**config.mk**
```make
export PLATFORM = sky130hd
export DESIGN_NAME = sd_card_spi_init_sequencer_flat
export DESIGN_NICKNAME = d
export VERILOG_FILES = /design/src/hdl/sdspi_pkg.sv /design/src/hdl/sdspi_ifs.sv /design/src/hdl/sdspi_step.sv /design/src/hdl/sd_card_spi_init_sequencer.sv /design/src/flat_wrapper.sv
export VERILOG_INCLUDE_DIRS = /design/src /design/src/hdl
export SDC_FILE = /design/constraint.sdc
export NUM_CORES = 1
export LEC_CHECK = 0
export BUFFER_PORTS_ARGS = -buffer_cell sky130_fd_sc_hd__buf_2
export CELL_PAD_IN_SITES_DETAIL_PLACEMENT = 0
export CELL_PAD_IN_SITES_GLOBAL_PLACEMENT = 1
export CORE_ASPECT_RATIO = 0.75
export CORE_MARGIN = 1
export CORE_UTILIZATION = 40
export CTS_CLUSTER_SIZE = 30
export DETAILED_ROUTE_END_ITERATION = 7
export GPL_ROUTABILITY_DRIVEN = 1
export GPL_TIMING_DRIVEN = 1
export PLACE_DENSITY_LB_ADDON = 0.25
export SETUP_SLACK_MARGIN = 0.3
export SYNTH_ARGS = -nofsm -noshare
export SYNTH_HDL_FRONTEND = slang
export SYNTH_SLANG_ARGS = --single-unit
```
**constraint.sdc**
```tcl
create_clock -name clk -period 2.4 [get_ports clk]
set_input_delay 0.12 -clock clk [delete_from_list [all_inputs] [get_ports clk]]
set_output_delay 0.12 -clock clk [all_outputs]
set_load 0.05 [all_outputs]
```
**src/hdl/sd_card_spi_init_sequencer_macros.svh**
```systemverilog
// assertion helpers for the sd card spi start-up sequencer
`ifndef SD_CARD_SPI_INIT_SEQUENCER_MACROS_SVH
`define SD_CARD_SPI_INIT_SEQUENCER_MACROS_SVH

// same-cycle implication
`define SDSPI_ASSERT_NOW(label, clk, rst_n, ante, cons) \
	label: assert property (@(posedge clk) disable iff (!(rst_n)) (ante) |-> (cons)) \
		else $error("sdspi assertion failed");

// next-cycle implication
`define SDSPI_ASSERT_NEXT(label, clk, rst_n, ante, cons) \
	label: assert property (@(posedge clk) disable iff (!(rst_n)) (ante) |=> (cons)) \
		else $error("sdspi assertion failed");

`endif

```
**src/hdl/sdspi_pkg.sv**
```systemverilog
package sdspi_pkg;

	localparam logic [2:0] PH_IDLE     = 3'd0;
	localparam logic [2:0] PH_CMD0     = 3'd1;
	localparam logic [2:0] PH_CMD8     = 3'd2;
	localparam logic [2:0] PH_V1PROBE  = 3'd3;
	localparam logic [2:0] PH_V2ACMD41 = 3'd4;
	localparam logic [2:0] PH_V1ACMD41 = 3'd5;
	localparam logic [2:0] PH_CMD58    = 3'd6;
	localparam logic [2:0] PH_CMD16    = 3'd7;

	localparam logic [1:0] ACT_SEND = 2'd0;
	localparam logic [1:0] ACT_OK   = 2'd1;
	localparam logic [1:0] ACT_FAIL = 2'd2;

	localparam logic       KIND_START    = 1'b0;
	localparam logic       KIND_RESPONSE = 1'b1;

	localparam logic [5:0] CMD_GO_IDLE   = 6'd0;
	localparam logic [5:0] CMD_SEND_IF   = 6'd8;
	localparam logic [5:0] CMD_BLOCKLEN  = 6'd16;
	localparam logic [5:0] CMD_OP_COND   = 6'd41;
	localparam logic [5:0] CMD_READ_OCR  = 6'd58;

	localparam logic [31:0] ARG_IF_COND  = 32'h0000_01AA;
	localparam logic [31:0] ARG_BLOCKLEN = 32'd512;
	localparam logic [7:0]  R1_IDLE      = 8'h01;
	localparam logic [7:0]  R1_READY     = 8'h00;
	localparam logic [7:0]  VHS_27_36    = 8'h01;
	localparam logic [7:0]  CHECK_PAT    = 8'hAA;

	localparam logic [7:0]  PREAMBLE_BYTES = 8'd10;
	localparam logic [2:0]  R7_BYTES       = 3'd4;
	localparam logic [15:0] RETRY_RESET    = 16'hFFFF;

	typedef struct packed {
		logic [1:0]  action;
		logic [5:0]  cmd_index;
		logic        app_cmd;
		logic [31:0] cmd_arg;
		logic [7:0]  preamble_bytes;
		logic [2:0]  trailing_bytes;
	} result_t;

	typedef struct packed {
		logic        emit;
		logic [2:0]  phase;
		logic [15:0] retries;
		result_t     res;
	} step_t;

endpackage

```
**src/hdl/sdspi_ifs.sv**
```systemverilog
interface sdspi_rsp_if;
	logic        valid;
	logic        ready;
	logic        kind;
	logic [7:0]  resp_r1;
	logic [31:0] resp_trailing;

	modport source (output valid, kind, resp_r1, resp_trailing, input ready);
	modport sink (input valid, kind, resp_r1, resp_trailing, output ready);
endinterface

interface sdspi_cmd_if;
	logic        valid;
	logic        ready;
	logic [1:0]  action;
	logic [5:0]  cmd_index;
	logic        app_cmd;
	logic [31:0] cmd_arg;
	logic [7:0]  preamble_bytes;
	logic [2:0]  trailing_bytes;

	modport source (output valid, action, cmd_index, app_cmd, cmd_arg, preamble_bytes,
		trailing_bytes, input ready);
	modport sink (input valid, action, cmd_index, app_cmd, cmd_arg, preamble_bytes,
		trailing_bytes, output ready);
endinterface

```
**src/hdl/sdspi_step.sv**
```systemverilog
module sdspi_step (
	input  logic                kind,
	input  logic [7:0]          resp_r1,
	input  logic [31:0]         resp_trailing,
	input  logic [2:0]          phase,
	input  logic [15:0]         retries,
	input  logic [15:0]         retry_limit,
	output sdspi_pkg::step_t    step
);

	sdspi_pkg::result_t r_send_cmd0;
	sdspi_pkg::result_t r_send_cmd8;
	sdspi_pkg::result_t r_send_acmd41;
	sdspi_pkg::result_t r_send_cmd58;
	sdspi_pkg::result_t r_send_cmd16;
	sdspi_pkg::result_t r_ok;
	sdspi_pkg::result_t r_fail;
	logic               can_retry;
	logic               limit_zero;
	logic               r7_ok;

	always_comb begin
		r_send_cmd0 = '{sdspi_pkg::ACT_SEND, sdspi_pkg::CMD_GO_IDLE, 1'b0, 32'd0,
			sdspi_pkg::PREAMBLE_BYTES, 3'd0};
		r_send_cmd8 = '{sdspi_pkg::ACT_SEND, sdspi_pkg::CMD_SEND_IF, 1'b0,
			sdspi_pkg::ARG_IF_COND, 8'd0, sdspi_pkg::R7_BYTES};
		r_send_acmd41 = '{sdspi_pkg::ACT_SEND, sdspi_pkg::CMD_OP_COND, 1'b1, 32'd0, 8'd0, 3'd0};
		r_send_cmd58 = '{sdspi_pkg::ACT_SEND, sdspi_pkg::CMD_READ_OCR, 1'b0, 32'd0, 8'd0,
			sdspi_pkg::R7_BYTES};
		r_send_cmd16 = '{sdspi_pkg::ACT_SEND, sdspi_pkg::CMD_BLOCKLEN, 1'b0,
			sdspi_pkg::ARG_BLOCKLEN, 8'd0, 3'd0};
		r_ok   = '{sdspi_pkg::ACT_OK, 6'd0, 1'b0, 32'd0, 8'd0, 3'd0};
		r_fail = '{sdspi_pkg::ACT_FAIL, 6'd0, 1'b0, 32'd0, 8'd0, 3'd0};
	end

	assign can_retry  = (retries > 16'd1);
	assign limit_zero = (retry_limit == 16'd0);
	assign r7_ok      = (resp_trailing[15:8] == sdspi_pkg::VHS_27_36) &&
		(resp_trailing[7:0] == sdspi_pkg::CHECK_PAT);

	always_comb begin
		step.emit    = 1'b1;
		step.phase   = phase;
		step.retries = retries;
		step.res     = r_fail;
		if (kind == sdspi_pkg::KIND_START) begin
			step.retries = 16'd0;
			step.phase   = sdspi_pkg::PH_CMD0;
			step.res     = r_send_cmd0;
		end else begin
			case (phase)
				sdspi_pkg::PH_CMD0: begin
					if (resp_r1 == sdspi_pkg::R1_IDLE) begin
						step.phase = sdspi_pkg::PH_CMD8;
						step.res   = r_send_cmd8;
					end else begin
						step.phase = sdspi_pkg::PH_IDLE;
					end
				end
				sdspi_pkg::PH_CMD8: begin
					if (resp_r1 == sdspi_pkg::R1_IDLE) begin
						step.retries = retry_limit;
						if (r7_ok && !limit_zero) begin
							step.phase = sdspi_pkg::PH_V2ACMD41;
							step.res   = r_send_acmd41;
						end else begin
							step.phase = sdspi_pkg::PH_IDLE;
						end
						if (!r7_ok) begin
							step.retries = retries;
						end
					end else begin
						step.phase = sdspi_pkg::PH_V1PROBE;
						step.res   = r_send_acmd41;
					end
				end
				sdspi_pkg::PH_V1PROBE: begin
					if (resp_r1 <= sdspi_pkg::R1_IDLE) begin
						step.retries = retry_limit;
						if (!limit_zero) begin
							step.phase = sdspi_pkg::PH_V1ACMD41;
							step.res   = r_send_acmd41;
						end else begin
							step.phase = sdspi_pkg::PH_IDLE;
						end
					end else begin
						step.phase = sdspi_pkg::PH_IDLE;
					end
				end
				sdspi_pkg::PH_V2ACMD41, sdspi_pkg::PH_V1ACMD41: begin
					if (resp_r1 == sdspi_pkg::R1_READY) begin
						if (phase == sdspi_pkg::PH_V2ACMD41) begin
							step.phase = sdspi_pkg::PH_CMD58;
							step.res   = r_send_cmd58;
						end else begin
							step.phase = sdspi_pkg::PH_CMD16;
							step.res   = r_send_cmd16;
						end
					end else if (can_retry) begin
						step.retries = retries - 16'd1;
						step.res     = r_send_acmd41;
					end else begin
						step.retries = 16'd0;
						step.phase   = sdspi_pkg::PH_IDLE;
					end
				end
				sdspi_pkg::PH_CMD58: begin
					if (resp_r1 == sdspi_pkg::R1_READY) begin
						step.phase = sdspi_pkg::PH_CMD16;
						step.res   = r_send_cmd16;
					end else if (can_retry) begin
						step.retries = retries - 16'd1;
						step.res     = r_send_cmd58;
					end else begin
						step.retries = 16'd0;
						step.phase   = sdspi_pkg::PH_IDLE;
					end
				end
				sdspi_pkg::PH_CMD16: begin
					step.phase = sdspi_pkg::PH_IDLE;
					step.res   = r_ok;
				end
				default: begin
					// response with nothing outstanding is dropped
					step.emit = 1'b0;
				end
			endcase
		end
	end

endmodule

```
**src/hdl/sd_card_spi_init_sequencer.sv**
```systemverilog
// SD card SPI-mode start-up sequencer. A start transaction (kind 0) on rsp begins or restarts
// the sequence and yields CMD0 with the dummy-byte preamble; each response transaction
// (kind 1) carries the R1 byte and trailing R7/R3 bytes of the last command and yields
// exactly one cmd transaction naming the next command or reporting success or failure.
// A response while no command is outstanding is dropped. retry_limit (write cfg_we with
// cfg_wdata while idle) bounds the shared ACMD41/CMD58 polling. An accepted rsp passes through
// one input register, one decision step and one result register before cmd valid.
// One transaction is accepted every cycle while cmd is taken each cycle; the input
// register holds one extra transaction while the cmd side stalls.
`include "sd_card_spi_init_sequencer_macros.svh"

module sd_card_spi_init_sequencer (
	input  logic         clk,
	input  logic         arst_n,
	input  logic         cfg_we,
	input  logic [15:0]  cfg_wdata,
	sdspi_rsp_if.sink    rsp,
	sdspi_cmd_if.source  cmd
);

	logic                valid_s1;
	logic                kind_s1;
	logic [7:0]          r1_s1;
	logic [31:0]         tr_s1;
	logic [15:0]         retry_limit_q;
	logic [2:0]          phase_q;
	logic [15:0]         retries_q;
	logic                out_valid_q;
	sdspi_pkg::result_t  res_q;
	sdspi_pkg::step_t    step;
	logic                out_free;
	logic                adv_s1;

	assign out_free  = !out_valid_q || cmd.ready;
	assign adv_s1    = valid_s1 && out_free;
	assign rsp.ready = !valid_s1 || out_free;

	always_ff @(posedge clk or negedge arst_n) begin
		if (!arst_n) begin
			retry_limit_q <= sdspi_pkg::RETRY_RESET;
		end else if (cfg_we) begin
			retry_limit_q <= cfg_wdata;
		end
	end

	// input register
	always_ff @(posedge clk or negedge arst_n) begin
		if (!arst_n) begin
			valid_s1 <= 1'b0;
		end else if (rsp.ready) begin
			valid_s1 <= rsp.valid;
		end
	end

	always_ff @(posedge clk) begin
		if (rsp.ready && rsp.valid) begin
			kind_s1 <= rsp.kind;
			r1_s1   <= rsp.resp_r1;
			tr_s1   <= rsp.resp_trailing;
		end
	end

	sdspi_step u_step (
		.kind          (kind_s1),
		.resp_r1       (r1_s1),
		.resp_trailing (tr_s1),
		.phase         (phase_q),
		.retries       (retries_q),
		.retry_limit   (retry_limit_q),
		.step          (step)
	);

	always_ff @(posedge clk or negedge arst_n) begin
		if (!arst_n) begin
			phase_q     <= sdspi_pkg::PH_IDLE;
			retries_q   <= 16'd0;
			out_valid_q <= 1'b0;
		end else begin
			if (adv_s1) begin
				phase_q   <= step.phase;
				retries_q <= step.retries;
			end
			if (out_free) begin
				out_valid_q <= adv_s1 && step.emit;
			end
		end
	end

	always_ff @(posedge clk) begin
		if (adv_s1 && step.emit) begin
			res_q <= step.res;
		end
	end

	assign cmd.valid          = out_valid_q;
	assign cmd.action         = res_q.action;
	assign cmd.cmd_index      = res_q.cmd_index;
	assign cmd.app_cmd        = res_q.app_cmd;
	assign cmd.cmd_arg        = res_q.cmd_arg;
	assign cmd.preamble_bytes = res_q.preamble_bytes;
	assign cmd.trailing_bytes = res_q.trailing_bytes;

	`SDSPI_ASSERT_NEXT(a_finish_idle, clk, arst_n,
		adv_s1 && step.emit && (step.res.action != sdspi_pkg::ACT_SEND),
		phase_q == sdspi_pkg::PH_IDLE)
	`SDSPI_ASSERT_NOW(a_poll_budget, clk, arst_n,
		(phase_q == sdspi_pkg::PH_V2ACMD41) || (phase_q == sdspi_pkg::PH_V1ACMD41) ||
		(phase_q == sdspi_pkg::PH_CMD58), retries_q != 16'd0)
	`SDSPI_ASSERT_NOW(a_done_fields_zero, clk, arst_n,
		cmd.valid && (cmd.action != sdspi_pkg::ACT_SEND),
		(cmd.cmd_index == 6'd0) && (cmd.cmd_arg == 32'd0) && !cmd.app_cmd &&
		(cmd.preamble_bytes == 8'd0) && (cmd.trailing_bytes == 3'd0))
	`SDSPI_ASSERT_NOW(a_stall_only_full, clk, arst_n, !rsp.ready, valid_s1 && out_valid_q)

endmodule

```
**src/flat_wrapper.sv**
```systemverilog
// flat-port wrapper written by rule: the top's interface ports become plain ports
module sd_card_spi_init_sequencer_flat 
  (clk, arst_n, cfg_we, cfg_wdata, rsp_valid, rsp_kind, rsp_resp_r1, rsp_resp_trailing, rsp_ready, cmd_valid, cmd_action, cmd_cmd_index, cmd_app_cmd, cmd_cmd_arg, cmd_preamble_bytes, cmd_trailing_bytes, cmd_ready);
  sdspi_rsp_if rsp_i ();
  sdspi_cmd_if cmd_i ();
  input  logic clk;
  input  logic arst_n;
  input  logic cfg_we;
  input  logic [15:0] cfg_wdata;
  input wire logic [$bits(rsp_i.valid)-1:0] rsp_valid;
  input wire logic [$bits(rsp_i.kind)-1:0] rsp_kind;
  input wire logic [$bits(rsp_i.resp_r1)-1:0] rsp_resp_r1;
  input wire logic [$bits(rsp_i.resp_trailing)-1:0] rsp_resp_trailing;
  output wire logic [$bits(rsp_i.ready)-1:0] rsp_ready;
  output wire logic [$bits(cmd_i.valid)-1:0] cmd_valid;
  output wire logic [$bits(cmd_i.action)-1:0] cmd_action;
  output wire logic [$bits(cmd_i.cmd_index)-1:0] cmd_cmd_index;
  output wire logic [$bits(cmd_i.app_cmd)-1:0] cmd_app_cmd;
  output wire logic [$bits(cmd_i.cmd_arg)-1:0] cmd_cmd_arg;
  output wire logic [$bits(cmd_i.preamble_bytes)-1:0] cmd_preamble_bytes;
  output wire logic [$bits(cmd_i.trailing_bytes)-1:0] cmd_trailing_bytes;
  input wire logic [$bits(cmd_i.ready)-1:0] cmd_ready;
  assign rsp_i.valid = rsp_valid;
  assign rsp_i.kind = rsp_kind;
  assign rsp_i.resp_r1 = rsp_resp_r1;
  assign rsp_i.resp_trailing = rsp_resp_trailing;
  assign rsp_ready = rsp_i.ready;
  assign cmd_valid = cmd_i.valid;
  assign cmd_action = cmd_i.action;
  assign cmd_cmd_index = cmd_i.cmd_index;
  assign cmd_app_cmd = cmd_i.app_cmd;
  assign cmd_cmd_arg = cmd_i.cmd_arg;
  assign cmd_preamble_bytes = cmd_i.preamble_bytes;
  assign cmd_trailing_bytes = cmd_i.trailing_bytes;
  assign cmd_i.ready = cmd_ready;
  sd_card_spi_init_sequencer u_core (.clk(clk), .arst_n(arst_n), .cfg_we(cfg_we), .cfg_wdata(cfg_wdata), .rsp(rsp_i), .cmd(cmd_i));
endmodule
```
# Yosys cells after proc, flatten, opt, wreduce, memory -nomap -nowiden
# Cells that the tools add are included.
# word_totals
mem_bits_ro,0
latchBits,0
output_inout_bits,54
memories,0
ramBits,0
word_cells,79
regBits,114
input_bits,62
# op_classes
n_reduce_logical,17
n_shift,0
n_mux,29
bitwise,0
order_cmp,2
n_mul,0
div,0
addsub,1
eq_ne,16
# ops
cell,count
$mux 52,8
$pmux 52 s6,1
$mux 71,1
$mux 68,1
$mux 16,4
$mux 50,1
$pmux 16 s3,1
$mux 3,7
$pmux 3 s6,1
$eq 8x1->1 const B,2
$gt 16x1->1 const B,1
$logic_not 16->1,1
$sub 16x1->16 const B,1
$eq 3x3->1 const B,4
$ne 3x3->1 const B,4
$eq 8x8->1 const B,1
$le 8x1->1 const B,1
$logic_not 8->1,1
$ne 7x7->1 const B,1
$reduce_or 7->1,1
$eq 3x2->1 const B,2
$reduce_and 6->1,1
$logic_and 1x1->1,5
$ne 4x4->1 const B,1
other kinds (8),13

# Logic depth before layout (Yosys ltp)
# depth
ltp_word,7
ltp_mapped,8
ltp_nobuf,7

# Modules after synthesis
# A second synthesis with hierarchy kept.
# unflattened
hier_cells,431
hier_area_um2,5831.8
# by_module_without_submodules
mod,n_inst,area_each_um2,seq_area_each_um2,cells_per_inst
sd_card_spi_init_sequencer,1,4261.6,3738.6,177
sdspi_step,1,1570.3,0.0,254

# Least setup slack after synthesis
# No wires, ideal clock.
# synth_path
path_kind,reg-to-reg
start,register u_core.out_valid_q (netlist: u_core.cmd.valid)
end,register u_core.kind_s1 (enable)
required_ps,2016
stages_incl_launch_ff,3
n_path_buf,0
period_less_slack_ps,2217
setup_slack_ps,183
arrival_ps,1834
path_cell_list,dfrtp_1 nand3b_1 and2_1
# synth_between
elab_chain_cells,4
# synth_rtl
item,line,text
from (decl),sd_card_spi_init_sequencer.sv:28,logic out_valid_q;
from (signal assigned),sd_card_spi_init_sequencer.sv:84,out_valid_q <= adv_s1 && step.emit;
$logic_not 1->1,sd_card_spi_init_sequencer.sv:34,assign out_free = !out_valid_q || cmd.ready;
$logic_or 1x1->1,sd_card_spi_init_sequencer.sv:34,
$logic_or 1x1->1,sd_card_spi_init_sequencer.sv:36,assign rsp.ready = !valid_s1 || out_free;
named net rsp_ready,flat_wrapper.sv:14,output wire logic [$bits(rsp_i.ready)-1:0] rsp_ready;
$logic_and 1x1->1,sd_card_spi_init_sequencer.sv:56,if (rsp.ready && rsp.valid) begin
to (signal assigned),sd_card_spi_init_sequencer.sv:57,kind_s1 <= rsp.kind;
to (decl),sd_card_spi_init_sequencer.sv:22,logic kind_s1;
# The timed path passes the listed nets, and every way through them passes these cells.
# A chain may end at the register's enable or synchronous reset.

# Worst setup path after layout
# layout_path
start,register u_core.tr_s1[6]
end,register u_core.retries_q[2]
# layout_between
elab_chain_cells,4
# layout_rtl
item,line,text
from (decl),sd_card_spi_init_sequencer.sv:24,logic [31:0] tr_s1;
from (signal assigned),sd_card_spi_init_sequencer.sv:59,tr_s1 <= rsp.resp_trailing;
$eq 8x8->1,sdspi_step.sv:39,(resp_trailing[7:0] == sdspi_pkg::CHECK_PAT);
$logic_and 1x1->1,sdspi_step.sv:38,assign r7_ok = (resp_trailing[15:8] == sdspi_pkg::VHS_27_36) &&
$ne 3x3->1 (no line),--,
$reduce_and 6->1 (no line),--,
to (signal assigned),sd_card_spi_init_sequencer.sv:81,retries_q <= step.retries;
to (decl),sd_card_spi_init_sequencer.sv:27,logic [15:0] retries_q;
# No other way between the ends.

==> impl_metrics.yaml <==
logic_synthesis:
  synth_cell_types: 64
  postSynthAreaPerCell_um2: 11.1
  synth.cell_area_um2: 3980
  ys_ff_latch: 73
  async_flop_share: 0.507
  synth_edf_count: 36
  ys_warn_count: 0
  synth_cells: 360
  ys_seq_area_frac: 0.509
  synthFlopType: "edfxtp_1"
clock_network:
  cts_buffer_depth: 2
  clockRootBuffer: "clkbuf_16"
  cts.sinks: 73
  numCtsBuffers: 9
  clkTransAtPathRegs_ns: 0.07
  cts_tree: "yes"
  h-tree-depth: 3
  clock_latency_ns: 0.34
sta:
  finalSetupViolCount: 0
  fin_crit_sh: 0.904
  clock_skew_ns: 0.00946
  worst_pin_slew_ns: 0.856
  drv_slew: 0
  relSlewSlack: 0.429
  rsz0062_at_grt: "true"
  hold_violations: 0
  max_freq_mhz: 461
  fin_tns_setup_ns: 0
  layout_min_cycle_time_ns: 2.17
die:
  coreArea_um2: 9660
  die_area_um2: 10400
  ioPinCount: 116
  placementRows: 31
  die_w_um: 117
  dieHeight_um: 88.4
  initial_core_util: 0.412
placed_design:
  gp_congestion: 0.874
  numPortBuffers: 64
  dp_hpwl_mm: 6.79
detailed_routing:
  drt-total-wl_mm: 9.98
  vias: 3218
  dr.pass1.iters: 5
  viasPerCell: 5.28
  drtIter0Drc: 162
  drc: 0
  drtAntennaViolNets: 0
  routedWlPerCell_um: 16.4
power_and_ir_drop:
  total_power_mw: 3.88
  ir_worst_vdd_uv: 550
  powerDensity_nw_per_um2: 748
  cellLeakagePower_nw: 2.18
grt:
  grt_pass1_wl_mm: 15.9
  first_global_vias: 3055
  globalRouteOverflowTotal: 0
  grt_usage: 0.207
  grt_max_degree: 38
  antenna_found_initial: 0
hold_path:
  hold_path_depth: 2
  hold_class: "input pin to flip-flop"
  min_from: "cfg_wdata[8]"
worst_setup_path:
  rr_worst_depth: 6
  r2r_slack_ns: 0.23
  crit-reg2reg-launch: "u_core.tr_s1[6]$_DFFE_PP_"
  start_kind: "flip-flop"
  worstSetupPathType: "flip-flop to flip-flop"
  path_max_fanout: 4
  critPathRequiredTime_ns: 2.61
  worstSetupEndpointType: "flip-flop"
  crit_start: "u_core.tr_s1[6]$_DFFE_PP_"
  cp.arrival_ns: 2.38
flow_run:
  drv_cap: 0
cells_and_area:
  layout.nets: 536
  layout_commonest_cell: "buf_2"
  synthToLayoutAreaGrowth_pct: 30.3
  nFillCells: 844
  final_cell_mix: "buf_2, edfxtp_1, conb_1"
  antenna_cells: 0
  drive_gt1_frac: 0.363
run_status:
  status: "complete, no violations"
-- Yosys cell counts, types with 2 or more instances --
cell type / count / area share
o211ai_1: 8 / 0.015
xnor2_1: 8 / 0.018
a21oi_1: 15 / 0.019
and2_1: 6 / 0.0094
nor2_1: 16 / 0.015
buf_2: 6 / 0.0075
a22oi_1: 10 / 0.019
nor2b_1: 4 / 0.0063
and3_1: 4 / 0.0063
nor3b_1: 2 / 0.0038
o31ai_1: 5 / 0.0094
o2111a_1: 2 / 0.0057
nor4_1: 8 / 0.013
nor4_4: 2 / 0.011
edfxtp_1: 36 / 0.27
or3_1: 3 / 0.0047
buf_4: 41 / 0.077
a31oi_1: 3 / 0.0047
nand2_1: 18 / 0.017
o2bb2ai_1: 9 / 0.020
inv_1: 10 / 0.0094
o21ai_0: 3 / 0.0038
nor4bb_1: 2 / 0.0050
dfstp_2: 16 / 0.11
buf_1: 2 / 0.0019
nand4_1: 6 / 0.0094
nand3b_1: 4 / 0.0075
a211oi_1: 3 / 0.0057
a221o_1: 3 / 0.0075
clkbuf_1: 8 / 0.0075
nand2b_1: 3 / 0.0047
a21oi_2: 2 / 0.0044
mux2_2: 16 / 0.045
nor3_1: 12 / 0.015
ha_1: 2 / 0.0063
dfrtp_1: 21 / 0.13
or4_1: 3 / 0.0057
nand3_1: 12 / 0.015
-- critical path, stage by stage, from the launching register on --
cell      delay, ns
edfxtp_1       0.42
nor4bb_4       0.32
nand4_1        0.14
buf_6          0.16
a221o_1        0.40
o21a_2         0.28
a221o_1        0.31
-- registers in the layout, summed over array words and instances (netlist names), 2 cells and up --
register / cells
u_core.retry_limit_q: 16
u_core.r1_s1: 8
u_core.cmd.action: 2
u_core.phase_q: 3
u_core.cmd.cmd_arg: 2
u_core.retries_q: 16
u_core.cmd.cmd_index: 5
u_core.tr_s1: 16
-- cells by family (layout without fill, tap and decap cells) --
logic type,Yosys count,after routing,synth area share
AO/OA/AOI/OAI,82,82,0.154
AND/OR/NAND/NOR,110,110,0.161
adder cells (fa/ha/maj),2,2,0.00628
XOR/XNOR,9,9,0.0198
multiplexers,16,16,0.0452
buffers and inverters,67,150,0.104
other,1,35,0.000941
flip-flops,73,73,0.509
-- what timing repair did --
| action | 4_1_cts | 5_1_grt |
|---|---|---|
| hold buffers | 27 | 0 |
| buffers inserted | 2 | 1 |
| endpoints found under the setup margin | 17 | 25 |
| gates resized for setup | 3 | 23 |
| pin swaps | 6 | 9 |
| hold endpoints to repair | 47 | 0 |
-- power breakdown --
| part | leakage (nW) | total (mW) | internal [mW] | switching (mW) |
|---|---|---|---|---|
| Combinational | 1.23 | 0.917 | 0.304 | 0.614 |
| Clock | 0.150 | 1.42 | 0.829 | 0.591 |
| Sequential | 0.800 | 1.54 | 1.46 | 0.0829 |
| Total | 2.18 | 3.88 | 2.59 | 1.29 |
-- cell type report --
class	count	area, um2	share of cell area
well taps	132	165	0.0318
clock buffers	9	225	0.0434
inverters	10	37.5	0.00723
repair buffers	124	858	0.165
flip-flops and latches	73	2030	0.391
multi-input cells	254	1790	0.345
clock inverters	7	86.3	0.0166
-- final timing paths --
path,endpoint
hold reg to reg,u_core.retries_q[15]$_DFFE_PN0P_
min in group asynchronous,u_core.retries_q[3]$_DFFE_PN0P_
setup / recovery,u_core.retries_q[2]$_DFFE_PN0P_
setup reg to reg,u_core.retries_q[2]$_DFFE_PN0P_
hold / removal,u_core.retry_limit_q[8]$_DFFE_PN1P_
max in group asynchronous,u_core.retries_q[11]$_DFFE_PN0P_
-- through the flow --
| stage | instance area [um2] | utilization | setup slack (ns) | hold WS [ns] | instances |
|---|---|---|---|---|---|
| final | 5190 | 0.537 | 0.230 | 0.0140 | 609 |
| after global routing | 5190 | 0.537 | 0.153 | 0.00880 | 609 |
| after CTS | 5070 | 0.525 | 0.239 | 0.00755 | 608 |
| after detailed placement | 4460 | 0.462 | 0.233 | 0.270 | 563 |
| after global placement | 4460 | 0.462 | 0.242 | 0.272 | 563 |
| after floorplan | 4110 | - | 0.364 | -0.176 | 394 |
-- metal layers --
metal,up-vias,wire (um),track usage
met5,-,0,0
met1,1541,4860,0.308
li1,1515,-,-
met2,153,4230,0.291
met4,0,126,0.0667
met3,9,761,0.0527
Note: power is estimated with default switching activity, not from simulation.
